## src/rtl/mahd_pkg.sv

```systemverilog
// Shared types, field codes and lookup tables for the MPEG audio header decoder.
package mahd_pkg;

   // Version codes, header byte 1 bits 4:3
   localparam logic [1:0] VER_2P5 = 2'd0;
   localparam logic [1:0] VER_RSV = 2'd1;
   localparam logic [1:0] VER_2   = 2'd2;
   localparam logic [1:0] VER_1   = 2'd3;

   // Layer codes, header byte 1 bits 2:1 (code 0 decodes as layer III)
   localparam logic [1:0] LAYER_I  = 2'd3;
   localparam logic [1:0] LAYER_II = 2'd2;

   localparam logic [1:0] MODE_MONO    = 2'd3;
   localparam logic [3:0] BIDX_BAD     = 4'hf;
   localparam logic [1:0] SIDX_BAD     = 2'd3;

   localparam logic [10:0] SAMPLES_L1   = 11'd384;
   localparam logic [10:0] SAMPLES_HALF = 11'd576;
   localparam logic [10:0] SAMPLES_FULL = 11'd1152;

   // Frame-length coefficients divided by 100 (the base rates share that factor)
   localparam logic [12:0] COEF_L1   = 13'd120;
   localparam logic [12:0] COEF_HALF = 13'd720;
   localparam logic [12:0] COEF_FULL = 13'd1440;

   // Reciprocal divider: quotient estimate is (a * recip) >> QSHIFT, low by at most one
   localparam int unsigned QSHIFT = 30;

   localparam logic [15:0] RATE_BASE [4] = '{16'd44100, 16'd48000, 16'd32000, 16'd0};
   localparam logic [8:0]  RATE_DIV  [4] = '{9'd441, 9'd480, 9'd320, 9'd1};
   localparam logic [21:0] RATE_RECIP [4] = '{
      22'((64'd1 << QSHIFT) / 64'd441),
      22'((64'd1 << QSHIFT) / 64'd480),
      22'((64'd1 << QSHIFT) / 64'd320),
      22'd0};

   localparam logic [8:0] KBPS_V1_L1 [16] = '{
      9'd0, 9'd32, 9'd64, 9'd96, 9'd128, 9'd160, 9'd192, 9'd224,
      9'd256, 9'd288, 9'd320, 9'd352, 9'd384, 9'd416, 9'd448, 9'd0};
   localparam logic [8:0] KBPS_V2_L1 [16] = '{
      9'd0, 9'd32, 9'd48, 9'd56, 9'd64, 9'd80, 9'd96, 9'd112,
      9'd128, 9'd144, 9'd160, 9'd176, 9'd192, 9'd224, 9'd256, 9'd0};
   localparam logic [8:0] KBPS_V1_L2 [16] = '{
      9'd0, 9'd32, 9'd48, 9'd56, 9'd64, 9'd80, 9'd96, 9'd112,
      9'd128, 9'd160, 9'd192, 9'd224, 9'd256, 9'd320, 9'd384, 9'd0};
   localparam logic [8:0] KBPS_V1_L3 [16] = '{
      9'd0, 9'd32, 9'd40, 9'd48, 9'd56, 9'd64, 9'd80, 9'd96,
      9'd112, 9'd128, 9'd160, 9'd192, 9'd224, 9'd256, 9'd320, 9'd0};
   localparam logic [8:0] KBPS_V2_L23 [16] = '{
      9'd0, 9'd8, 9'd16, 9'd24, 9'd32, 9'd40, 9'd48, 9'd56,
      9'd64, 9'd80, 9'd96, 9'd112, 9'd128, 9'd144, 9'd160, 9'd0};

   // Decoded fields that ride along the divider stages
   typedef struct packed {
      logic        err;
      logic        pad;
      logic        l1;
      logic [1:0]  rsel;
      logic [8:0]  kbps;
      logic [15:0] rate_hz;
      logic [1:0]  chan;
      logic [10:0] samples;
   } side_type;

endpackage

```

## src/rtl/mpeg_audio_header_decoder_top.sv

```systemverilog
// Top level: four-stage pipelined MPEG audio frame header decoder.
//
//   channel | dir | handshake            | beat
//   req     | in  | req_valid/req_stall  | req_header_bytes (bytes 1..3 after sync)
//   rsp     | out | rsp_valid/rsp_stall  | status, frame size, rate, channels,
//           |     |                      | bitrate, samples per frame
//
// One header per cycle sustained while rsp_stall is low; each beat moves through the stages in order.
// Stages: table decode, coefficient multiply, reciprocal multiply, remainder
// correction and output register. The reciprocal divider sets the depth.
// Reset clears the stage valid bits only; payload registers are not reset.
// A stall on rsp holds the last stage; bubbles ahead of it keep filling, and
// req_stall rises only when every stage holds a beat.
module mpeg_audio_header_decoder_top
   import mahd_pkg::*;
(
   input  logic        clock,
   input  logic        reset,
   input  logic        req_valid,
   output logic        req_stall,
   input  logic [23:0] req_header_bytes,
   output logic        rsp_valid,
   input  logic        rsp_stall,
   output logic        rsp_status,
   output logic [11:0] rsp_frame_size_bytes,
   output logic [15:0] rsp_sampling_rate_hz,
   output logic [1:0]  rsp_channel_count,
   output logic [8:0]  rsp_bitrate_kbps,
   output logic [10:0] rsp_samples_per_frame
);

   // Stage valids and enables
   logic v1_ff, v2_ff, v3_ff, v4_ff;
   logic en1, en2, en3, en4;

   // Advance a stage when it is empty or the stage after it moves
   assign en4 = !v4_ff || !rsp_stall;
   assign en3 = !v3_ff || en4;
   assign en2 = !v2_ff || en3;
   assign en1 = !v1_ff || en2;
   assign req_stall = !en1;

   always_ff @(posedge clock) begin
      if (reset) begin
         v1_ff <= 1'b0;
         v2_ff <= 1'b0;
         v3_ff <= 1'b0;
         v4_ff <= 1'b0;
      end else begin
         if (en1) v1_ff <= req_valid;
         if (en2) v2_ff <= v1_ff;
         if (en3) v3_ff <= v2_ff;
         if (en4) v4_ff <= v3_ff;
      end
   end

   // ---------------- Stage 1: field decode and table lookups ----------------
   logic [1:0]  ver, lcode, sidx, mode, shamt;
   logic [3:0]  bidx;
   logic        is_l1, is_l2, is_v1;
   logic [12:0] coef_base;
   side_type    sd1_in, sd1_ff, sd2_ff, sd3_ff;
   logic [12:0] coef_in, coef_ff;

   always_comb begin
      ver   = req_header_bytes[20:19];
      lcode = req_header_bytes[18:17];
      bidx  = req_header_bytes[15:12];
      sidx  = req_header_bytes[11:10];
      mode  = req_header_bytes[7:6];
      is_l1 = (lcode == LAYER_I);
      is_l2 = (lcode == LAYER_II);
      is_v1 = (ver == VER_1);

      unique case (ver)
         VER_2:   shamt = 2'd1;
         VER_2P5: shamt = 2'd2;
         default: shamt = 2'd0;
      endcase

      sd1_in.err  = (sidx == SIDX_BAD) || (bidx == BIDX_BAD) || (ver == VER_RSV);
      sd1_in.pad  = req_header_bytes[9];
      sd1_in.l1   = is_l1;
      sd1_in.rsel = sidx;
      sd1_in.rate_hz = RATE_BASE[sidx] >> shamt;
      sd1_in.chan = (mode == MODE_MONO) ? 2'd1 : 2'd2;

      priority if (is_l1) begin
         sd1_in.kbps    = is_v1 ? KBPS_V1_L1[bidx] : KBPS_V2_L1[bidx];
         sd1_in.samples = SAMPLES_L1;
         coef_base      = COEF_L1;
      end else if (is_v1) begin
         sd1_in.kbps    = is_l2 ? KBPS_V1_L2[bidx] : KBPS_V1_L3[bidx];
         sd1_in.samples = SAMPLES_FULL;
         coef_base      = COEF_FULL;
      end else if (is_l2) begin
         sd1_in.kbps    = KBPS_V2_L23[bidx];
         sd1_in.samples = SAMPLES_FULL;
         coef_base      = COEF_FULL;
      end else begin
         sd1_in.kbps    = KBPS_V2_L23[bidx];
         sd1_in.samples = SAMPLES_HALF;
         coef_base      = COEF_HALF;
      end

      // Fold the sample-rate divide by 2 or 4 into the numerator
      coef_in = coef_base << shamt;
   end

   always_ff @(posedge clock) begin
      if (en1) begin
         sd1_ff  <= sd1_in;
         coef_ff <= coef_in;
      end
   end

   // ---------------- Stage 2: numerator = coefficient * kbps ----------------
   logic [21:0] num_full;
   logic [19:0] num_in, num2_ff, num3_ff;

   assign num_full = coef_ff * sd1_ff.kbps;
   assign num_in   = num_full[19:0];

   always_ff @(posedge clock) begin
      if (en2) begin
         sd2_ff  <= sd1_ff;
         num2_ff <= num_in;
      end
   end

   // ---------------- Stage 3: quotient estimate by reciprocal ----------------
   logic [41:0] qprod;
   logic [11:0] qest_in, qest_ff;

   assign qprod   = num2_ff * RATE_RECIP[sd2_ff.rsel];
   assign qest_in = qprod[QSHIFT +: 12];

   always_ff @(posedge clock) begin
      if (en3) begin
         sd3_ff  <= sd2_ff;
         num3_ff <= num2_ff;
         qest_ff <= qest_in;
      end
   end

   // ---------------- Stage 4: correct, add padding, register outputs ----------
   logic [20:0] back_prod;
   logic [20:0] rem;
   logic [11:0] quot, size_base, size_in;
   logic        status_ff;
   logic [11:0] size_ff;
   logic [15:0] rate_ff;
   logic [1:0]  chan_ff;
   logic [8:0]  kbps_ff;
   logic [10:0] samples_ff;

   always_comb begin
      back_prod = qest_ff * RATE_DIV[sd3_ff.rsel];
      rem       = {1'b0, num3_ff} - back_prod;
      // Estimate is low by at most one: bump when the remainder still covers a divisor
      quot      = qest_ff + 12'(rem >= 21'(RATE_DIV[sd3_ff.rsel]));
      size_base = quot + 12'(sd3_ff.pad);
      size_in   = sd3_ff.l1 ? {size_base[9:0], 2'b00} : size_base;
   end

   always_ff @(posedge clock) begin
      if (en4) begin
         status_ff <= sd3_ff.err;
         if (sd3_ff.err) begin
            // Drop all decoded values on a reserved field
            size_ff    <= '0;
            rate_ff    <= '0;
            chan_ff    <= '0;
            kbps_ff    <= '0;
            samples_ff <= SAMPLES_FULL;
         end else begin
            size_ff    <= size_in;
            rate_ff    <= sd3_ff.rate_hz;
            chan_ff    <= sd3_ff.chan;
            kbps_ff    <= sd3_ff.kbps;
            samples_ff <= sd3_ff.samples;
         end
      end
   end

   assign rsp_valid             = v4_ff;
   assign rsp_status            = status_ff;
   assign rsp_frame_size_bytes  = size_ff;
   assign rsp_sampling_rate_hz  = rate_ff;
   assign rsp_channel_count     = chan_ff;
   assign rsp_bitrate_kbps      = kbps_ff;
   assign rsp_samples_per_frame = samples_ff;

endmodule

```

## config.mk

```make
export PLATFORM = sky130hd
export DESIGN_NAME = mpeg_audio_header_decoder_top
export DESIGN_NICKNAME = d
export VERILOG_FILES = /design/src/rtl/mahd_pkg.sv /design/src/rtl/mpeg_audio_header_decoder_top.sv
export SDC_FILE = /design/constraint.sdc
export NUM_CORES = 1
export LEC_CHECK = 0
export BUFFER_PORTS_ARGS = -buffer_cell sky130_fd_sc_hd__buf_2
export CAP_MARGIN = 5
export CORE_ASPECT_RATIO = 0.9
export CORE_MARGIN = 5
export CORE_UTILIZATION = 50
export DETAILED_ROUTE_END_ITERATION = 7
export GPL_ROUTABILITY_DRIVEN = 0
export HOLD_SLACK_MARGIN = 0.08
export PLACE_DENSITY = 0.69
export SYNTH_ARGS = -nofsm -noshare
export SYNTH_HDL_FRONTEND = slang
export SYNTH_SLANG_ARGS = --single-unit
export TNS_END_PERCENT = 10
```

## constraint.sdc

```tcl
create_clock -name clock -period 8.45 [get_ports clock]
set_input_delay 0.845 -clock clock [delete_from_list [all_inputs] [get_ports clock]]
set_output_delay 0.845 -clock clock [all_outputs]
set_load 0.005 [all_outputs]
```

==> run_results.csv <==
group,metric,value,unit
outcome,status,"finished clean",
timing,fin_skew,0.0116,ns
critical_path,start_kind,"flop",
timing,maxSlewHeadroom,0.233,
timing,fin_crit,8.09,ns
clocking,clk_pin_slew_worst_paths,0.07,ns
worst_hold_path,holdPathEnd,"sd2_ff[17]",
clocking,cts_root_buffer,"clkbuf_16",
grt,antenna_found_initial,0,
critical_path,reg2reg_to,"rsp_frame_size_bytes[10]",
logic_synthesis,synth.top_cells.by_count,"inv_1, ha_1, fa_1",
logic_synthesis,ys_seq_area_frac,0.288,
die,die_h,200,um
place,place.port_buffers,60,
logic_synthesis,synth_top_flop_cell,"edfxtp_1",
critical_path,required,8.73,ns
detailed_routing,drc,0,
grt,grt_max_degree,60,
logic_synthesis,ys_types,64,
detailed_routing,firstDrtPassIters,5,
die,boundaryPins,81,
clocking,clk_latency,0.43,ns
timing,tightest_slew,1.15,ns
grt,grt_pass1_vias,13300,
critical_path,crit_arrival,8.37,ns
logic_synthesis,syn_area_per_cell,10.9,sq um
logic_synthesis,synth_most_common_cell,"inv_1",
place,dp_hpwl,35500,um
timing,setup_tns,0,ns
worst_hold_path,hp-class,"flop to flop",
timing,setup-violations-final,0,
logic_synthesis,syn-cell-area,20100,sq um
die,core,39600,sq um
clocking,cts_buffer_depth,2,
die,die_x,221,um
clocking,cts_made_buffers,17,
grt,grt_pass1_wl,69700,um
detailed_routing,first_iter_violations,1007,
finish,diodes,0,
detailed_routing,final_antenna_net_count,0,
critical_path,r2r_cells,26,
logic_synthesis,yosys-top-cells-area,"edfxtp_1, fa_1, ha_1, inv_1, nor2b_1",
timing,fmax,124,MHz
timing,finalHoldViolCount,0,
logic_synthesis,synthCells,1849,
detailed_routing,viasPerCell,5.39,
critical_path,r2r_setup_slack,0.36,ns
finish,nets,2440,
finish,fillers,3367,
clocking,tritoncts,"built",
logic_synthesis,ys_seq_elements,194,
finish,syn_to_final_growth,6.99,%
flow_run,drv_cap,0,
detailed_routing,wl_per_cell,17.9,um
worst_hold_path,worstHoldStart,"sd1_ff[17]",
timing,period_share,0.957,
logic_synthesis,synth_top_area_share,0.284,
critical_path,crit_type,"flop to flop",
clocking,postCtsSetupBuffers,0,
logic_synthesis,yosysWarningCount,0,
grt,grt-ovfl-total,0,
detailed_routing,drt-total-wl,43500,um
logic_synthesis,synth_edf_count,190,
clocking,h-tree-depth,4,
critical_path,critPathMaxFanout,13,
timing,slew_violations,0,
critical_path,r2r-start,"sd3_ff[39]",
die,design.die.area,44300,sq um
finish,post_route_cells_drive_above_1_share,0.0659,
logic_synthesis,async_reset_ff_frac,0,
critical_path,end_kind,"flop",
die,num_rows,69,
logic_synthesis,synth_top_area_cell,"edfxtp_1",
die,start_util,0.507,
detailed_routing,via_count,13100,
clocking,cts.sinks,194,
grt,grt_usage,0.197,
timing,rsz0062_at_grt,"no",
worst_hold_path,worstHoldPathCells,0,
## layout make-up
cell class / count / area (sq um) / share of cell area
Clock buffer: 21 / 450 / 0.0210
Clock inverter: 11 / 130 / 0.00606
Inverter: 356 / 1340 / 0.0622
Multi-Input combinational cell: 1245 / 12700 / 0.593
Sequential cell: 194 / 5790 / 0.269
Tap cell: 532 / 666 / 0.0310
Timing Repair Buffer: 70 / 375 / 0.0175
## timing repair
item / in CTS / in global routing
resized for setup: 0 / 3
hold buffers: 0 / 0
endpoints found under the setup margin: 0 / 5
## critical path, stage by stage (launching register included)
cell       delay (ns)
edfxtp_1         0.53
ha_1             0.54
nor2b_1          0.13
fa_1             0.51
inv_1            0.06
fa_1             0.50
fa_1             0.54
inv_1            0.05
fa_1             0.49
fa_1             0.52
inv_1            0.04
ha_1             0.35
xnor2_1          0.16
ha_1             0.20
a221o_1          0.28
nor3_1           0.23
o2111ai_1        0.18
a2111oi_1        0.41
and4_1           0.26
nand4_1          0.22
fa_1             0.48
ha_1             0.25
and3_1           0.19
and3_1           0.21
and3_1           0.21
a31o_2           0.24
a21oi_1          0.12
## registers in the layout, summed over array words and instances (netlist names)
register / count
sd1_ff: 33
sd2_ff: 33
sd3_ff: 33
rsp_sampling_rate_hz: 16
num2_ff: 14
num3_ff: 14
qest_ff: 12
rsp_frame_size_bytes: 12
coef_ff: 10
rsp_bitrate_kbps: 6
rsp_samples_per_frame: 4
rsp_channel_count: 2
rsp_status: 1
rsp_valid: 1
v1_ff: 1
v2_ff: 1
v3_ff: 1
## per-layer routing
metal,global-route usage,wire [um],up-vias
met5,0,0,-
met4,0.0471,963,0
met3,0.0370,2850,69
met2,0.319,20300,421
met1,0.281,19400,6459
li1,-,-,6146
## kinds of logic after synthesis
family	count (synthesis)	synth area share
fa+ha+maj	528	0.426
flops	194	0.288
buf+inv	419	0.0803
xor+xnor	39	0.0170
other cells	1	0.000187
compound gates	204	0.0653
mux	15	0.00767
simple gates	449	0.116
## through the flow
| stage | worst slack, ns | instances | util | hold slack (ns) | area [sq um] |
|---|---|---|---|---|---|
| floorplan | 0.862 | 1858 | - | 0.400 | 20100 |
| global placement | 0.521 | 2397 | 0.527 | 0.401 | 20900 |
| detailed placement | 0.312 | 2397 | 0.527 | 0.405 | 20900 |
| CTS | 0.267 | 2429 | 0.542 | 0.419 | 21500 |
| global route | 0.0573 | 2429 | 0.542 | 0.424 | 21500 |
| finish | 0.363 | 2429 | 0.542 | 0.416 | 21500 |
## layout by cell type (no fill, tap or decap), types with 12 or more instances in the layout
| cell type | Yosys | routed |
|---|---|---|
| nor2_1 | 65 | 65 |
| nor3_1 | 23 | 23 |
| clkbuf_16 | 0 | 17 |
| and3_1 | 12 | 12 |
| a21oi_1 | 74 | 74 |
| inv_1 | 356 | 355 |
| mux2i_1 | 12 | 12 |
| buf_2 | 2 | 60 |
| xnor2_1 | 28 | 28 |
| nand2_1 | 121 | 119 |
| nand2b_1 | 19 | 19 |
| fa_1 | 258 | 258 |
| nand4_1 | 12 | 12 |
| nand3_1 | 26 | 25 |
| and2_1 | 72 | 72 |
| ha_1 | 270 | 269 |
| o21ai_0 | 35 | 35 |
| nor2b_1 | 73 | 73 |
| edfxtp_1 | 190 | 190 |
## worst max path at each step
stage / slack (ns) / startpoint / cells past startpoint / endpoint
after floorplan: 0.86 / sd3_ff[39] / 29 / rsp_frame_size_bytes[10]
after global placement: 0.52 / sd3_ff[39] / 30 / rsp_frame_size_bytes[10]
after detailed placement: 0.31 / sd3_ff[39] / 30 / rsp_frame_size_bytes[10]
after CTS: 0.27 / sd3_ff[39] / 30 / rsp_frame_size_bytes[10]
after global routing: 0.06 / sd3_ff[39] / 30 / rsp_frame_size_bytes[10]
final: 0.36 / sd3_ff[39] / 26 / rsp_frame_size_bytes[10]
Power is not shown: default switching activity piles up to over one toggle a cycle in this logic, so the estimate is an artifact.
